## src/hw/rtl/sti_pkg.sv

```systemverilog
// Package for the sorted table insert block: field widths, status and
// policy codes, controller states and the command struct broadcast to the cells.
// No dependencies.
package sti_pkg;

  // Field widths of the item on either channel.
  localparam int unsigned KeyBits     = 32;
  localparam int unsigned PayloadIn   = 32;
  localparam int unsigned PolicyBits  = 2;
  localparam int unsigned SlotBits    = 6;
  localparam int unsigned StatusBits  = 3;
  localparam int unsigned TotalBits   = 7;
  localparam int unsigned InDataBits  = 72;
  localparam int unsigned OutDataBits = 16;

  // Duplicate handling requested with an item.
  typedef enum logic [PolicyBits-1:0] {
    POL_REPLACE = 2'd0,
    POL_KEEP    = 2'd1,
    POL_DUP     = 2'd2,
    POL_BAD     = 2'd3
  } policy_e;

  // Outcome reported with each result item.
  typedef enum logic [StatusBits-1:0] {
    ST_NEW      = 3'd0,
    ST_REPLACED = 3'd1,
    ST_KEPT     = 3'd2,
    ST_DUP      = 3'd3,
    ST_BADPOL   = 3'd4,
    ST_FULL     = 3'd5
  } status_e;

  // Controller states.
  typedef enum logic [1:0] {
    S_IDLE,
    S_CMP,
    S_PROBE,
    S_DECIDE
  } state_e;

  // Command broadcast from the controller to every cell.
  typedef struct packed {
    logic cmp;  // register the compare flags against the new key
    logic ins;  // splice the new entry in at the target index
    logic rep;  // overwrite the entry at the target index
  } cell_cmd_t;

endpackage

```

## src/hw/rtl/sti_cell.sv

```systemverilog
// One table cell: holds a key and payload, compares its key with the new key,
// and takes its lower neighbor's entry when an insert shifts the row up.
// Depends on sti_pkg.
module sti_cell
  import sti_pkg::*;
#(
  parameter int unsigned INDEX    = 0,
  parameter int unsigned IDX_BITS = 6,
  parameter int unsigned PAY_BITS = 32
) (
  input  logic                clk_i,
  input  cell_cmd_t           cmd_i,
  input  logic [IDX_BITS-1:0] pos_i,
  input  logic [KeyBits-1:0]  new_key_i,
  input  logic [PAY_BITS-1:0] new_pay_i,
  input  logic [KeyBits-1:0]  prev_key_i,
  input  logic [PAY_BITS-1:0] prev_pay_i,
  output logic [KeyBits-1:0]  key_o,
  output logic [PAY_BITS-1:0] pay_o,
  output logic                lt_o,
  output logic                eq_o
);

  localparam logic [IDX_BITS-1:0] MyIdx = IDX_BITS'(INDEX);

  logic [KeyBits-1:0]  key_q, key_d;
  logic [PAY_BITS-1:0] pay_q, pay_d;
  logic                lt_q, lt_d;
  logic                eq_q, eq_d;

  // Entry update: load the new entry at the target, shift above it on insert.
  always_comb begin
    key_d = key_q;
    pay_d = pay_q;
    if ((cmd_i.ins || cmd_i.rep) && (pos_i == MyIdx)) begin
      key_d = new_key_i;
      pay_d = new_pay_i;
    end else if (cmd_i.ins && (pos_i < MyIdx)) begin
      key_d = prev_key_i;
      pay_d = prev_pay_i;
    end
  end

  // Signed compare flags, sampled once per item for the search.
  always_comb begin
    lt_d = lt_q;
    eq_d = eq_q;
    if (cmd_i.cmp) begin
      lt_d = $signed(key_q) < $signed(new_key_i);
      eq_d = key_q == new_key_i;
    end
  end

  always_ff @(posedge clk_i) begin
    key_q <= key_d;
    pay_q <= pay_d;
    lt_q  <= lt_d;
    eq_q  <= eq_d;
  end

  assign key_o = key_q;
  assign pay_o = pay_q;
  assign lt_o  = lt_q;
  assign eq_o  = eq_q;

endmodule

```

## config.mk

```make
export PLATFORM = sky130hd
export DESIGN_NAME = sti_cell
export DESIGN_NICKNAME = d
export VERILOG_FILES = /design/src/hw/rtl/sti_pkg.sv /design/src/hw/rtl/sti_cell.sv
export SDC_FILE = /design/constraint.sdc
export NUM_CORES = 1
export LEC_CHECK = 0
export BUFFER_PORTS_ARGS = -buffer_cell sky130_fd_sc_hd__buf_4
export CELL_PAD_IN_SITES_DETAIL_PLACEMENT = 0
export CELL_PAD_IN_SITES_GLOBAL_PLACEMENT = 2
export CORE_UTILIZATION = 22
export DETAILED_ROUTE_END_ITERATION = 10
export PLACE_DENSITY = 0.79
export SLEW_MARGIN = 20
export SYNTH_ARGS = -nofsm -noshare
export SYNTH_HDL_FRONTEND = slang
export SYNTH_SLANG_ARGS = --single-unit
```

## constraint.sdc

```tcl
create_clock -name clk_i -period 7.3 [get_ports clk_i]
set_input_delay 0 -clock clk_i [delete_from_list [all_inputs] [get_ports clk_i]]
set_output_delay 0 -clock clk_i [all_outputs]
set_load 0.01 [all_outputs]
```

# Word level (Yosys, flattened, before mapping)
# Index checks and enable logic that the tools add are counted.
# W data, S select, Z words.
# word_totals
ff_bits	66
latch_bits	0
mem_bits_rw	0
rom_bits	0
output_inout_bits	66
n_memories	0
# classes
add_sub_neg	0
n_mul	0
div_mod_pow	0
magnitude_cmp	2
eq_ne	1
shifts	0
mux	4
bitwise	0
n_reduce_logical	5
# op_table
operator	count
$mux W32	4
$eq A32 B32 Y1	1
$lt A32 B32 Y1	1
$logic_not A6 Y1	1
$lt A6 B1 Y1 const B	1
$logic_and A1 B1 Y1	2
$reduce_bool A2 Y1	1
$logic_or A1 B1 Y1	1

# Depth between registers and ports, before layout
# Gate-level depths: netlist of the first run.
# depth
word_depth	4
ltp_mapped	7
depth_no_buf	7

# Worst setup path before layout of the first run
# No wires, ideal clock.
# synth_path
kind	input to register
start	input port pos_i[2]
end	register key_q[0], in the netlist key_o[0] (enable)
setup_ps	651
arrival_time_ps	6583
setup_slack_ps	66
stages	2
path_cell_list	or4_1 nor4_1
# synth_via
elab_chain_cells	3
elab_cells_between_ends	5
cone_classes	order compare: 1; reduce/logical: 4
# synth_lines
element	line_no	text
start: declaration	sti_cell.sv:13	input logic [IDX_BITS-1:0] pos_i,
$lt A6 B1 Y1 / $logic_not A6 Y1 (equally long branches)	sti_cell.sv:38, sti_cell.sv:35	
$logic_and A1 B1 Y1, on equally long branches	sti_cell.sv:38, sti_cell.sv:35	
$reduce_bool A2 Y1 (no line) *	--	
end signal: assignment	sti_cell.sv:55	key_q <= key_d;
end: declaration	sti_cell.sv:26	logic [KeyBits-1:0] key_q, key_d;
# Every way passes the cells marked *; elsewhere a longest branch is shown, timed or not.
# A chain may end at the register's enable or synchronous reset.

# Final worst setup path of the first run
# layout_path
start	register key_q[31], in the netlist key_o[31]
end	register lt_q, in the netlist lt_o (data pin)
# layout_via
elab_chain_cells	1
# layout_lines
element	line_no	text
$lt A32 B32 Y1	sti_cell.sv:49	lt_d = $signed(key_q) < $signed(new_key_i);
end signal: assignment	sti_cell.sv:57	lt_q <= lt_d;
end: declaration	sti_cell.sv:28	logic lt_q, lt_d;
# Every way passes these cells.

==> results of run 1 <==
==> repair_timing <==
item / 4_1_cts / 5_1_grt
hold buffers: 65 / 0
hold endpoints to repair: 66 / 0
setup buffers: 0 / 0
==> flip-flops by register name, indices dropped and copies added, names as in the netlist <==
register	count
key_o	32
pay_o	32
lt_o	1
eq_o	1
==> cell usage after synthesis <==
cell and n:
o31a_1 1, a221o_1 1, inv_1 32, o22ai_2 1
nand4_2 1, nor3_1 1, a211oi_1 1, nor4_1 2
nand2_1 7, o211ai_1 1, nor2b_1 1, o2111ai_1 1
ha_1 32, nand4_1 6, a21oi_2 1, a21boi_2 1
nor2_1 5, or4_1 1, nor4_2 1, a221oi_1 1
a21oi_1 11, nand3_1 2, edfxtp_1 66, o21ai_0 2
o21ai_1 1, a21o_1 2
==> worst paths after layout <==
| kind | cells past startpoint | endpoint | slack [ps] |
|---|---|---|---|
| hold / removal | 3 | pay_o[20] | 220 |
| setup reg to reg | 5 | lt_o | 5170 |
| hold reg to reg | 2 | lt_o | 820 |
| setup / recovery | 5 | lt_o | 5170 |
==> critical path, stage by stage, from the launching register on <==
cell and delay, ps:
edfxtp_1 400, ha_1 360, nand4_2 160, nor4_1 580, o31a_1 300, o22ai_2 70
==> metal layers <==
| metal | track usage, % | wire [um] |
|---|---|---|
| met5 | 0 | 0 |
| met4 | 4.16 | 101 |
| met3 | 4.48 | 550 |
| met2 | 19.0 | 3560 |
| met1 | 12.5 | 3040 |
==> through the flow <==
| step | hold WS (ps) | utilization, % | cells | power [mW] | instance area [sq um] |
|---|---|---|---|---|---|
| 6_report | 217 | 41.1 | 572 | 0.946 | 5040 |
| 3_3_place_gp | 178 | 33.4 | 491 | 0.496 | 4100 |
| 4_1_cts | 204 | 41.1 | 572 | 0.962 | 5040 |
| 2_1_floorplan | 98.9 | - | 182 | 0.454 | 2820 |
| 5_1_grt | 233 | 41.1 | 572 | 0.985 | 5040 |
| 3_5_place_dp | 179 | 33.4 | 491 | 0.498 | 4100 |
==> layout make-up <==
type	count	area, sq um	share of cell area (%)
Clock buffer	9	225	4.47
Timing Repair Buffer	206	1710	33.9
Clock inverter	7	70.1	1.39
Inverter	32	120	2.38
Sequential cell	66	1980	39.3
Tap cell	168	210	4.17
Multi-Input combinational cell	84	724	14.4
==> cell families (layout without fill, tap and decap cells) <==
| group | count (synthesis) | count (layout) | share of synthesized area [%] |
|---|---|---|---|
| simple gates | 27 | 27 | 5.28 |
| buf+inv | 32 | 254 | 4.26 |
| fa+ha+maj | 32 | 32 | 14.2 |
| flops | 66 | 66 | 70.3 |
| compound gates | 25 | 25 | 5.99 |
==> power by group through the flow <==
stage	Combinational, mW	Sequential (mW)	Clock (mW)
final	0.0945	0.423	0.428
after global routing	0.104	0.423	0.458
after CTS	0.0952	0.423	0.443
after detailed placement	0.0667	0.431	0
after global placement	0.0650	0.431	0
after floorplan	0.0212	0.433	0
==> metrics, run 1 <==
slew at the pin with the worst max-slew slack about 590 ps; final worst slack 5170 ps; Final Hold Fails 0; synthesized cell area 2820 sq um; Worst Clk Skew about 2.3 ps; row count 40; Mapped Cells 182; fmax ~470 MHz; Pre-antenna DRT Iters 4; Leak Pwr 2.20 nW; clock period minus worst slack 2130 ps; clock buffer depth 2; CTS tree built; gpl congestion about 0.66; Reg clk slew, reported paths ~60 ps; worst setup path startpoint key_o[31]; Root Buffer Master clkbuf_16; initial core utilization 23.0%; first-pass GRT wire length 10.9 mm; Switching Fraction 21.0%; top cell type by total area after synthesis edfxtp_1; DR DRC count 0; sw power 0.199 mW; RSZ-0062 raised after global routing false; Routed Wire Length between 7 and 8 mm; max-slew violations 0; clock tree sinks between 60 and 70; Pwr Density 188 nW/um^2; total negative slack 0 ps; Seq pwr share around 45%; P&R area growth vs syn 78.7%; Period Utilization, post-route 29.2%; IO buf count 139; Critical Path RT 7370 ps; Startpoint Class flop; Final HPWL DP 5.11 mm; antenna diode count 0; die height 115 um; Final #Nets 569; synth top area cells edfxtp_1 70%, ha_1 14%, inv_1 4.3%; Total GRT Usage between 10% and 20%; worst hold path class in2reg; WL per Instance 12.7 um; vias in the first global route 2257; register area share after synthesis 70.3%; Placement Setup Slack a little over 5000 ps; clock latency on the worst-skew pair about 330 ps; status finished, final reports clean; total grt overflow 0; clock network fraction of design power a little under half; Netlist cell types 26; syn_nets ~350; max_slew headroom 60.4%; initial antenna violation count 0; DIE AREA 13300 sq um; crit path DAT 2200 ps; most common cell after layout, fill and taps aside buf_4; DRT antenna net count 0; Mean Syn Cell Area 15.5 sq um; Vias 2212; Worst VDD drop 0.000133 V; Setup crit end kind flop; yosys warns 0; # fillers 1151; Die W between 100 and 150 um; Int Power ~0.75 mW; #FFs+latches synth 66; Final setup violation count 0; Initial DRC Count 116; worst-path fanout max 4; Post-CTS Resized 0; RR Startpoint key_o[31]; largest net degree at the start of global routing 41; Yosys top cell area share 70.3%; highest-count cells in the layout ignoring fill and taps 141 x buf_4, 66 x edfxtp_1, 65 x dlygate4sd3_1, 32 x inv_1, 32 x ha_1; Num CTS Buffers 9; Vias/cell around 3.9; fraction of layout cells with a size suffix above 1 around two fifths; Gate power share between 10% and 20%; crit path kind reg2reg; H-tree depth 3; HP Start pos_i[3]; # IOs 204; max cap viols 0; Core Region 12300 sq um
Power figures use the tool's default switching activity.
==> run 2, diff against run 1 <==
CORE_UTILIZATION = 24   (was 22)
PLACE_DENSITY = 0.82   (was 0.79)
clock period = 2.1 ns   (was 7.3 ns; I/O delays follow)
==> run 2 against run 1 <==
Global-route usage is 1.3 points higher. Via count rose by 1.6%. Flip-flop and latch count unchanged. Fmax rose by 5.1%. Non-clock buffer count rose by 4. Count of clock-buffer cells in the layout is the same. Critical path depth is 1 higher. Highest routed layer unchanged. Largest power group unchanged. Clock skew is 3.3 ps higher. Combinational power rose to 3.6 times the previous value. Sequential power grew to 3.5 times the previous value.
==> metrics, run 2 (synthesized netlist as in run 1, its figures left out) <==
first-pass GRT wire length 11.9 mm; Crit-path slowest cell edfxtp_1; max_slew headroom between 70 and 80%; slowest stage delay, CP 420 ps; fmax slightly below 500 MHz; Seq pwr share between 40% and 50%; clock network fraction of design power 46.6%; Leak Pwr 2.24 nW; Final setup violation count 0; Pre-antenna DRT Iters 4; gpl congestion 0.715; WL per Instance 13.5 um; Int Power 2.71 mW; Reg clk slew, reported paths 60 ps; DR DRC count 0; Placed Area 4120 sq um; Startpoint Class flop; WP buf/inv 0; Worst VDD drop 0.000313 V; Final #Nets 573; Root Buffer Master clkbuf_16; IO buf count about 140; clock buffer depth 2; # fillers 1074; max cap viols 0; row count 39; FF+latch area 1980 sq um; Num CTS Buffers 9; fraction of layout cells with a size suffix above 1 approximately two fifths; highest-count cells in the layout ignoring fill and taps 144 x buf_4, 66 x edfxtp_1, 65 x dlygate4sd3_1, 32 x inv_1, 32 x ha_1; area of the multi-input gates 746 sq um; Initial DRC Count 68; Final Hold Fails 0; sw power 0.676 mW; most common cell after layout, fill and taps aside buf_4; Setup crit end kind flop; Core Region 11400 sq um; Total GRT Usage 12.5%; Period Utilization, post-route 96.4%; Critical Path RT 2170 ps; DRT antenna net count 0; # IOs around 200; die height 110 um; Vias/cell 4.09; P&R area growth vs syn 80.3%; antenna diode count 0; initial core utilization 24.7%; Final HPWL DP 5.30 mm; clock tree sinks 66; postcts setup bufs 0; vias in the first global route 2525; largest net degree at the start of global routing 44; ordered cell list for the critical path ha_1 > nand4_1 > nor4_4 > a21boi_2 > o31a_1 > o22ai_2; worst-path fanout max 2; CTS tree built; worst hold path class in2reg; fin cells 550; delay-heaviest family, CP simple AND/OR/NAND/NOR gates; Pwr Density 666 nW/um^2; clock period minus worst slack 2020 ps; Gate power share ~10%; DP Cell Count 470; Die W about 110 um; Vias approximately 2200; Routed Wire Length 7.45 mm; crit path kind reg2reg; Placement Setup Slack 65.8 ps; clock latency on the worst-skew pair 330 ps; final worst slack roughly 75 ps; crit path DAT 2090 ps; Worst Clk Skew 5.69 ps; H-tree depth 3; status finished, final reports clean; initial antenna violation count 0; max-slew violations 0; Switching Fraction 20.0%; RSZ-0062 raised after global routing false; total grt overflow 0; hold slack 178 ps; fin area 5090 sq um; DIE AREA 12200 sq um; fin util 44.5%; slew at the pin with the worst max-slew slack 398 ps
run 2: final cells by class:
class	count	share of cell area [%]
Multi-Input combinational cell	84	14.7
Inverter	32	2.36
Tap cell	143	3.52
Sequential cell	66	39.0
Timing Repair Buffer	210	34.4
Clock buffer	9	4.43
Clock inverter	6	1.62
run 2: worst register-to-register path, delay by kind of cell, from the launching register on:
| family | cells | cell delay (ps) |
|---|---|---|
| simple gates | 2 | 550 |
| compound gates | 3 | 480 |
| flops | 1 | 420 |
| fa+ha+maj | 1 | 320 |
run 2: power by group through the flow:
stage | combinational, mW | sequential (mW) | clock (mW)
finish | 0.339 | 1.47 | 1.58
global placement | 0.233 | 1.50 | 0
floorplan | 0.0752 | 1.50 | 0
detailed placement | 0.240 | 1.50 | 0
global route | 0.373 | 1.47 | 1.68
CTS | 0.340 | 1.47 | 1.63
run 2: stage by stage:
step	TNS (ps)	total power, mW
6_report	0	3.39
5_1_grt	0	3.52
4_1_cts	0	3.44
3_5_place_dp	0	1.74
3_3_place_gp	0	1.73
2_1_floorplan	-58510	1.58
run 2: worst paths after layout:
| kind | from | end | slack [ps] | cells past startpoint |
|---|---|---|---|---|
| max | key_o[11] | lt_o | 80 | 6 |
| min | pos_i[0] | pay_o[4] | 180 | 3 |
| max reg2reg | key_o[11] | lt_o | 80 | 6 |
| min reg2reg | key_o[2] | eq_o | 810 | 3 |
run 2: routing by layer:
layer,GRT usage [%],wire (um),vias to the layer above
met5,0,0,-
met4,5.51,114,0
met3,4.12,488,12
met2,22.1,3840,83
met1,13.4,3000,1031
li1,-,-,1121
run 2: repair_timing:
item	in CTS	in global routing
hold buffers	65	0
endpoints found under the setup margin	0	1
endpoints found under the hold margin	66	0
resized for setup	0	1
