[config.mk]
export PLATFORM = sky130hd
export DESIGN_NAME = sti_ctrl
export DESIGN_NICKNAME = d
export VERILOG_FILES = /design/src/hw/rtl/sti_pkg.sv /design/src/hw/rtl/sti_ctrl.sv
export SDC_FILE = /design/constraint.sdc
export NUM_CORES = 1
export LEC_CHECK = 0
export ABC_AREA = 1
export BUFFER_PORTS_ARGS = -buffer_cell sky130_fd_sc_hd__buf_4
export CAP_MARGIN = 25
export CORE_MARGIN = 1.5
export CORE_UTILIZATION = 40
export CTS_BUF_LIST = sky130_fd_sc_hd__clkbuf_8
export DETAILED_ROUTE_END_ITERATION = 7
export PLACE_DENSITY = 0.7
export SYNTH_ARGS = -nofsm -noshare
export SYNTH_HDL_FRONTEND = slang
export SYNTH_SLANG_ARGS = --single-unit
[constraint.sdc]
create_clock -name clk_i -period 4.2 [get_ports clk_i]
set_input_delay 0.42 -clock clk_i [delete_from_list [all_inputs] [get_ports clk_i]]
set_output_delay 0.42 -clock clk_i [all_outputs]
set_load 0.01 [all_outputs]
[src/hw/rtl/sti_pkg.sv]
// Package for the sorted table insert block: field widths, status and
// policy codes, controller states and the command struct broadcast to the cells.
// No dependencies.
package sti_pkg;

  // Field widths of the item on either channel.
  localparam int unsigned KeyBits     = 32;
  localparam int unsigned PayloadIn   = 32;
  localparam int unsigned PolicyBits  = 2;
  localparam int unsigned SlotBits    = 6;
  localparam int unsigned StatusBits  = 3;
  localparam int unsigned TotalBits   = 7;
  localparam int unsigned InDataBits  = 72;
  localparam int unsigned OutDataBits = 16;

  // Duplicate handling requested with an item.
  typedef enum logic [PolicyBits-1:0] {
    POL_REPLACE = 2'd0,
    POL_KEEP    = 2'd1,
    POL_DUP     = 2'd2,
    POL_BAD     = 2'd3
  } policy_e;

  // Outcome reported with each result item.
  typedef enum logic [StatusBits-1:0] {
    ST_NEW      = 3'd0,
    ST_REPLACED = 3'd1,
    ST_KEPT     = 3'd2,
    ST_DUP      = 3'd3,
    ST_BADPOL   = 3'd4,
    ST_FULL     = 3'd5
  } status_e;

  // Controller states.
  typedef enum logic [1:0] {
    S_IDLE,
    S_CMP,
    S_PROBE,
    S_DECIDE
  } state_e;

  // Command broadcast from the controller to every cell.
  typedef struct packed {
    logic cmp;  // register the compare flags against the new key
    logic ins;  // splice the new entry in at the target index
    logic rep;  // overwrite the entry at the target index
  } cell_cmd_t;

endpackage

[src/hw/rtl/sti_ctrl.sv]
// Controller: runs the binary search over the cells' compare flags, picks the
// outcome, commands the cells, keeps the entry count and holds the result item.
// Depends on sti_pkg.
module sti_ctrl
  import sti_pkg::*;
#(
  parameter int unsigned TABLE_DEPTH = 64,
  parameter int unsigned IDX_BITS    = 6,
  parameter int unsigned CNT_BITS    = 7
) (
  input  logic                   clk_i,
  input  logic                   rst_ni,
  input  logic                   s_valid_i,
  output logic                   s_ready_o,
  input  logic [PolicyBits-1:0]  pol_i,
  input  logic [TABLE_DEPTH-1:0] lt_i,
  input  logic [TABLE_DEPTH-1:0] eq_i,
  output cell_cmd_t              cmd_o,
  output logic [IDX_BITS-1:0]    pos_o,
  output logic                   m_valid_o,
  input  logic                   m_ready_i,
  output logic [SlotBits-1:0]    slot_o,
  output logic [StatusBits-1:0]  status_o,
  output logic [TotalBits-1:0]   total_o
);

  localparam logic [CNT_BITS-1:0] Depth = CNT_BITS'(TABLE_DEPTH);

  state_e              state_q, state_d;
  logic [CNT_BITS-1:0] lo_q, lo_d, hi_q, hi_d;
  logic [CNT_BITS-1:0] count_q, count_d;
  logic [IDX_BITS-1:0] mid_q, mid_d;
  logic                found_q, found_d;
  policy_e             pol_q, pol_d;
  logic                m_valid_q, m_valid_d;
  logic [SlotBits-1:0] slot_q, slot_d;
  status_e             status_q, status_d;
  logic [TotalBits-1:0] total_q, total_d;

  logic [CNT_BITS:0]   sum;
  logic [IDX_BITS-1:0] probe;
  logic                full;
  logic [IDX_BITS-1:0] res_idx;
  status_e             res_st;
  logic                res_ins;
  logic                res_rep;

  assign sum   = {1'b0, lo_q} + {1'b0, hi_q};
  assign probe = IDX_BITS'(sum >> 1);
  assign full  = count_q == Depth;

  // Outcome of a finished search.
  always_comb begin
    res_idx = '0;
    res_st  = ST_NEW;
    res_ins = 1'b0;
    res_rep = 1'b0;
    if (!found_q) begin
      if (full) begin
        res_st = ST_FULL;
      end else begin
        res_idx = IDX_BITS'(lo_q);
        res_ins = 1'b1;
      end
    end else begin
      unique case (pol_q)
        POL_REPLACE: begin
          res_idx = mid_q;
          res_st  = ST_REPLACED;
          res_rep = 1'b1;
        end
        POL_KEEP: begin
          res_idx = mid_q;
          res_st  = ST_KEPT;
        end
        POL_DUP: begin
          if (full) begin
            res_st = ST_FULL;
          end else begin
            res_idx = mid_q;
            res_st  = ST_DUP;
            res_ins = 1'b1;
          end
        end
        default: begin
          res_st = ST_BADPOL;
        end
      endcase
    end
  end

  // Next state, search bounds and result register.
  always_comb begin
    state_d   = state_q;
    lo_d      = lo_q;
    hi_d      = hi_q;
    mid_d     = mid_q;
    found_d   = found_q;
    pol_d     = pol_q;
    count_d   = count_q;
    m_valid_d = m_valid_q && !m_ready_i;
    slot_d    = slot_q;
    status_d  = status_q;
    total_d   = total_q;
    cmd_o     = '0;
    pos_o     = res_idx;
    s_ready_o = 1'b0;
    unique case (state_q)
      S_IDLE: begin
        s_ready_o = 1'b1;
        if (s_valid_i) begin
          pol_d   = policy_e'(pol_i);
          state_d = S_CMP;
        end
      end
      S_CMP: begin
        cmd_o.cmp = 1'b1;
        lo_d      = '0;
        hi_d      = count_q;
        found_d   = 1'b0;
        state_d   = (count_q == '0) ? S_DECIDE : S_PROBE;
      end
      S_PROBE: begin
        if (lt_i[probe]) begin
          lo_d = CNT_BITS'(probe) + CNT_BITS'(1);
        end else if (eq_i[probe]) begin
          found_d = 1'b1;
          mid_d   = probe;
        end else begin
          hi_d = CNT_BITS'(probe);
        end
        if (found_d || (lo_d >= hi_d)) begin
          state_d = S_DECIDE;
        end
      end
      S_DECIDE: begin
        // Wait here only while the previous result is still unclaimed.
        if (!m_valid_q || m_ready_i) begin
          cmd_o.ins = res_ins;
          cmd_o.rep = res_rep;
          if (res_ins) begin
            count_d = count_q + CNT_BITS'(1);
          end
          m_valid_d = 1'b1;
          slot_d    = SlotBits'(res_idx);
          status_d  = res_st;
          total_d   = TotalBits'(count_d);
          state_d   = S_IDLE;
        end
      end
      default: begin
        state_d = S_IDLE;
      end
    endcase
  end

  always_ff @(posedge clk_i or negedge rst_ni) begin
    if (!rst_ni) begin
      state_q   <= S_IDLE;
      count_q   <= '0;
      m_valid_q <= 1'b0;
    end else begin
      state_q   <= state_d;
      count_q   <= count_d;
      m_valid_q <= m_valid_d;
    end
  end

  always_ff @(posedge clk_i) begin
    lo_q     <= lo_d;
    hi_q     <= hi_d;
    mid_q    <= mid_d;
    found_q  <= found_d;
    pol_q    <= pol_d;
    slot_q   <= slot_d;
    status_q <= status_d;
    total_q  <= total_d;
  end

  assign m_valid_o = m_valid_q;
  assign slot_o    = slot_q;
  assign status_o  = status_q;
  assign total_o   = total_q;

`ifndef SYNTHESIS
  // The table never holds more entries than it has cells.
  assert property (@(posedge clk_i) disable iff (!rst_ni) count_q <= Depth)
    else $error("entry count above table depth");

  // The count moves only when a decision is taken.
  assert property (@(posedge clk_i) disable iff (!rst_ni)
    (state_q != S_DECIDE) |=> (count_q == $past(count_q)))
    else $error("entry count changed outside a decision");

  // Every probe lies inside a non-empty search window.
  assert property (@(posedge clk_i) disable iff (!rst_ni)
    (state_q == S_PROBE) |-> (lo_q < hi_q) && (hi_q <= count_q))
    else $error("probe with an empty or oversized window");

  // A rejected item reports index zero.
  assert property (@(posedge clk_i) disable iff (!rst_ni)
    m_valid_q && ((status_q == ST_FULL) || (status_q == ST_BADPOL)) |-> (slot_q == '0))
    else $error("rejected item with a nonzero index");
`endif

endmodule
* Word-level counts from Yosys, hierarchy flattened *
Cells that the tools add are included.

operators by class
  add/sub/neg operators = 3
  magnitude comparators = 2
  eq/ne operators = 9
  multiplexer cells = 40
  bitwise operators = 1
  reduce and logical (&&, ||, !) cells = 14

operators with widths
  operator             count
  $mux 7               6
  $pmux 7 s2           2
  $mux 6               3
  $mux 1               15
  $bmux 1 s6           2
  $pmux 6 s2           1
  $mux 2               5
  $mux 3               3
  $pmux 3 s3           1
  $pmux 2 s4           1
  $add 6x1->7 const B  1
  $add 7x1->7 const B  1
  $add 7x7->7          1
  $eq 7x7->1 const B   1
  $ge 7x7->1           1
  $logic_not 7->1      1
  $lt 6x7->1 const B   1
  $eq 2x2->1 const B   3
  $ne 2x2->1 const B   3
  $reduce_and 3->1     2
  $eq 2x1->1 const B   2
  $logic_not 2->1      2
  $reduce_and 2->1     2
  $logic_not 1->1      2
  6 further kinds      7

storage, ports and cells
  bits in registers = 49
  input bits = 134
  output and inout bits = 27
  word-level logic and storage cells = 80

* Depth between registers and ports, before layout *
  depth after elaboration = 10
  mapped depth = 35
  mapped depth without buffers = 33

* Worst setup path after synthesis *
No wires, ideal clock.

  path type = register to register
  start = register hi_q[0]
  end = register state_q[1]
  setup time = 0.118 ns
  data arrival time = 3.546 ns
  data required time = 4.082 ns
  path slack = 0.536 ns
  cell stages (with the launch flop) = 30
  buffers on the path = 3
  period minus slack after synthesis = 3.664 ns
  cells stage by stage = edfxtp_1 -> nand2_1 -> inv_1 -> fa_1 -> buf_2 -> clkbuf_1 -> nand2_1 -> nand2_1 -> nand2_1 -> nand2_1 -> nand3_1 -> nand3_1 -> nand3_1 -> nand3_1 -> nand2_2 -> buf_6 -> o21ai_0 -> ha_1 -> o21ai_0 -> a21boi_0 -> o21ai_0 -> nand2_1 -> nand2_1 -> nand2_1 -> nand3_1 -> nand2_1 -> nor2_1 -> nand3_2 -> nand3_1 -> nand2_1

on the way
  word-level cells in the longest chain between the ends = 10
  elaborated cells on any way between the ends = 18
  those cells by class = add/sub: 2; order compare: 1; eq/ne: 1; mux: 12; reduce/logical: 2

ends and longest elaborated chain
  item                                 line             source
  start, declared                      sti_ctrl.sv:30   logic [CNT_BITS-1:0] lo_q, lo_d, hi_q, hi_d;
  start signal, assigned               sti_ctrl.sv:171  hi_q <= hi_d;
  $add 7x7->7 *                        sti_ctrl.sv:48   assign sum = {1'b0, lo_q} + {1'b0, hi_q};
  net sum[1]                           sti_ctrl.sv:40   logic [CNT_BITS:0] sum;
  $bmux 1 s6                           sti_ctrl.sv:126  end else if (eq_i[probe]) begin
  $mux 1 (not written as such)         sti_ctrl.sv:126
  $mux 7                               sti_ctrl.sv:126
  $mux 7                               sti_ctrl.sv:124  if (lt_i[probe]) begin
  $mux 7                               sti_ctrl.sv:108  unique case (state_q)
  $ge 7x7->1                           sti_ctrl.sv:132  if (found_d || (lo_d >= hi_d)) begin
  $logic_or 1x1->1 *                   sti_ctrl.sv:132
  $ne 2x2->1 (no source line) *        --
  $reduce_and 3->1 (no source line) *  --
  end signal, assigned                 sti_ctrl.sv:163  state_q <= state_d;
  end, declared                        sti_ctrl.sv:29   state_e state_q, state_d;

The timed path passes the listed nets; every way through them passes the cells marked *. The select of a mux whose other input is x is not followed.
A chain may end at the register's enable or synchronous reset.

* Final worst setup path *
  start = register lo_q[1]
  end = register state_q[0]

on the way
  word-level cells in the longest chain between the ends = 10
  elaborated cells on any way between the ends = 18
  those cells by class = add/sub: 2; order compare: 1; eq/ne: 1; mux: 12; reduce/logical: 2

ends and longest elaborated chain
  item                                 line             source
  start, declared                      sti_ctrl.sv:30
  start signal, assigned               sti_ctrl.sv:170  lo_q <= lo_d;
  $add 7x7->7 *                        sti_ctrl.sv:48
  net sum[1]                           sti_ctrl.sv:40
  $bmux 1 s6                           sti_ctrl.sv:126
  $mux 1 (not written as such)         sti_ctrl.sv:126
  $mux 7                               sti_ctrl.sv:126
  $mux 7                               sti_ctrl.sv:124
  $mux 7                               sti_ctrl.sv:108
  $ge 7x7->1                           sti_ctrl.sv:132
  $logic_or 1x1->1 *                   sti_ctrl.sv:132
  $ne 2x2->1 (no source line) *        --
  $reduce_and 3->1 (no source line) *  --

Marks and branches as above.

==> impl_metrics.ini <==
[place]
gp_congestion = 0.879
placedInstanceArea_um2 = 5770
dpl.hpwl_mm = 9.75
port-buffer-count = 160

[sta]
rsz_0062_raised_after_global_routing = true
worstMarginPinSlew_ns = 0.698
maxSlewHeadroom_pct = 53.5
fmaxAchievable_mhz = 245
period_minus_slack_ns = 4.08
final_min_period_over_clock_period_pct = 97.1
final_max_slew_viol_count = 0
setup_violations = 0
totalNegativeSetupSlack_ns = 0
final_hold_viol_count = 0
finalClockSkew_ns = 0.00641

[logic_synthesis]
synth_sequential_area_ratio_pct = 32.1
syn_area_per_cell_um2 = 6.42
yosysUniqueCellTypes = 37
ys_seq_elements = 49
synthCells = 689
number_of_flops_mapped_to_enable_cells_by_yosys = 39
synth_fp_nets = 843
synth-warning-count = 0
async_reset_ff_share_pct = 20.4
synth_commonest_cells = sky130_fd_sc_hd__nand2_1, sky130_fd_sc_hd__inv_1, sky130_fd_sc_hd__nand3_1
synth_top_flop_cell = sky130_fd_sc_hd__edfxtp_1
synthTopCellsByArea = sky130_fd_sc_hd__edfxtp_1, sky130_fd_sc_hd__nand2_1, sky130_fd_sc_hd__nand3_1
synth_largest_area_cell = sky130_fd_sc_hd__edfxtp_1
synth_largest_type_area_fraction_pct = 26.5
synth_most_common_cell = sky130_fd_sc_hd__nand2_1
post_synth_design_cell_area_um2 = 4420

[cts]
htree_levels = 2
clock_sinks = 49
worst_skew_pair.late_latency_ns = 0.31
path_clk_slew_ns = 0.09
ctsLongestPathBuffers = 2
clk_root_buffer_cell = sky130_fd_sc_hd__clkbuf_8
cts_tree = yes
cts_inserted_buffers = 5

[global_routing]
antenna_found_initial = 0
via_count_of_the_first_global_routing_pass = 4396
globalRouteOverflowTotal = 0
grt_use_total_pct = 21.0
pin_count_of_the_biggest_net_entering_global_routing = 65
grt_first_pass_wirelength_mm = 19.9

[layout]
num-fill-cells = 1045
finish.net_count = 1020
num_antenna_cells = 0
final_area_um2 = 6390
layout-drive-gt1-share_pct = 31.7
syn_to_final_growth_pct = 44.5

[route]
vias = 4961
drt_iter0_markers = 294
postRouteAntennaNets = 0
post_route_wl_mm = 13.5
drtPass1Iterations = 4
post_route_drc = 0
route.detailed.wl_per_inst_um = 13.4
post_drt_via_cell_ratio = 4.93

[worst_setup_path]
cp_common_cell = sky130_fd_sc_hd__nand2_1
cp_data_arrival_time_ns = 4.32
worst_setup_path_start_kind = flop
critical_path.max_stage_delay_ns = 0.75
crit_fanout = 8
critical-path-slowest-cell = sky130_fd_sc_hd__fa_2
timing.critical_path.to_type = flop
critical_path_class = flop to flop
worstPathRequired_ns = 4.45

[floorplan]
io-pin-count = 161
initial_core_utilization_pct = 41.0
die_h_um = 108
die_area_um2 = 11700
die_x_um = 108
placementRows = 38
placeableCoreArea_um2 = 10800

[status]
status = completed

[hold_path]
hold_class = primary input to flop

[flow_run]
maxCapViolations = 0
## path summary, 6_finish.rpt
path	slack [ns]	end	cells past startpoint	startpoint
setup reg to reg	0.12	state_q[0]$_DFFE_PN0P_	30	lo_q[1]$_SDFFCE_PN0P_
setup / recovery	0.12	state_q[0]$_DFFE_PN0P_	30	lo_q[1]$_SDFFCE_PN0P_
hold / removal	0.28	pol_q[1]$_DFFE_PP_	1	pol_i[1]
max in group asynchronous	3.58	state_q[0]$_DFFE_PN0P_	2	rst_ni
hold reg to reg	0.55	state_q[1]$_DFFE_PN0P_	2	state_q[1]$_DFFE_PN0P_
min in group asynchronous	0.47	count_q[2]$_DFFE_PN0P_	2	rst_ni
## metal layers
metal | track usage, % | up-vias | routed length [µm]
met5 | 0 | - | 0
met2 | 36.3 | 164 | 6440
met1 | 28.4 | 2239 | 6140
met4 | 5.08 | 0 | 195
li1 | - | 2539 | -
met3 | 1.87 | 19 | 757
## layout by cell type (no fill, tap or decap), types with 4 or more instances in the layout
master,instances
sky130_fd_sc_hd__a21oi_1,9
sky130_fd_sc_hd__buf_4,181
sky130_fd_sc_hd__buf_6,7
sky130_fd_sc_hd__clkbuf_16,5
sky130_fd_sc_hd__clkbuf_8,5
sky130_fd_sc_hd__dfrtp_1,10
sky130_fd_sc_hd__edfxtp_1,39
sky130_fd_sc_hd__ha_1,18
sky130_fd_sc_hd__inv_1,63
sky130_fd_sc_hd__nand2_1,276
sky130_fd_sc_hd__nand2_2,24
sky130_fd_sc_hd__nand2_4,9
sky130_fd_sc_hd__nand3_1,50
sky130_fd_sc_hd__nand3_2,12
sky130_fd_sc_hd__nand4_1,4
sky130_fd_sc_hd__nor2_1,55
sky130_fd_sc_hd__nor2_2,5
sky130_fd_sc_hd__o21ai_0,25
sky130_fd_sc_hd__o21ai_1,13
sky130_fd_sc_hd__o21ai_2,5
sky130_fd_sc_hd__xor2_1,10
## repair_timing
| item | CTS | global route |
|---|---|---|
| resized for setup | 1 | 71 |
| cloned | 0 | 11 |
| setup buffers | 0 | 12 |
| pin swaps | 0 | 32 |
| endpoints found under the hold margin | 10 | 0 |
| hold buffers | 1 | 0 |
| setup endpoints to repair | 2 | 2 |
## worst max-delay path, delay by kind of cell (launching register included)
family | cells | cell delay [ns]
buf+inv | 3 | 0.44
simple gates | 22 | 1.78
compound gates | 3 | 0.30
flops | 1 | 0.52
fa+ha+maj | 2 | 0.95
## state kept, by name, indices dropped and copies added, names as in the netlist
signal,count
hi_q,7
found_q,1
m_valid_o,1
count_q,7
lo_q,7
mid_q,6
status_o,3
total_o,7
state_q,2
slot_o,6
pol_q,2
## cells by family after synthesis
family / Yosys count / synth area share (%)
AO/OA/AOI/OAI: 57 / 6.87
XOR/XNOR: 13 / 2.57
adder cells (fa/ha/maj): 20 / 5.83
buffers and inverters: 99 / 9.59
flip-flops: 49 / 32.1
AND/OR/NAND/NOR: 451 / 43.0
## layout make-up
| cell class | count | area (µm²) | area share, % |
|---|---|---|---|
| multi-input cells | 542 | 2790 | 43.6 |
| repair buffers | 197 | 1630 | 25.5 |
| flip-flops and latches | 49 | 1420 | 22.2 |
| inverters | 71 | 287 | 4.48 |
| well taps | 140 | 175 | 2.74 |
| clock buffers | 5 | 68.8 | 1.08 |
| clock inverters | 3 | 18.8 | 0.294 |
## through the flow
step                      hold WS, ns  setup WS [ns]  utilization [%]  instances
after CTS                       0.281         0.0242             54.5        984
after detailed placement        0.261         0.0290             53.5        975
after floorplan                 0.124          0.536                -        689
after global routing            0.276         -0.195             59.2       1007
final                           0.283          0.123             59.2       1007
after global placement          0.259         0.0704             53.5        975
Power is left out: the tool's default activity adds up to more than one toggle a clock period on the data nets, which glitch-free logic cannot reach.
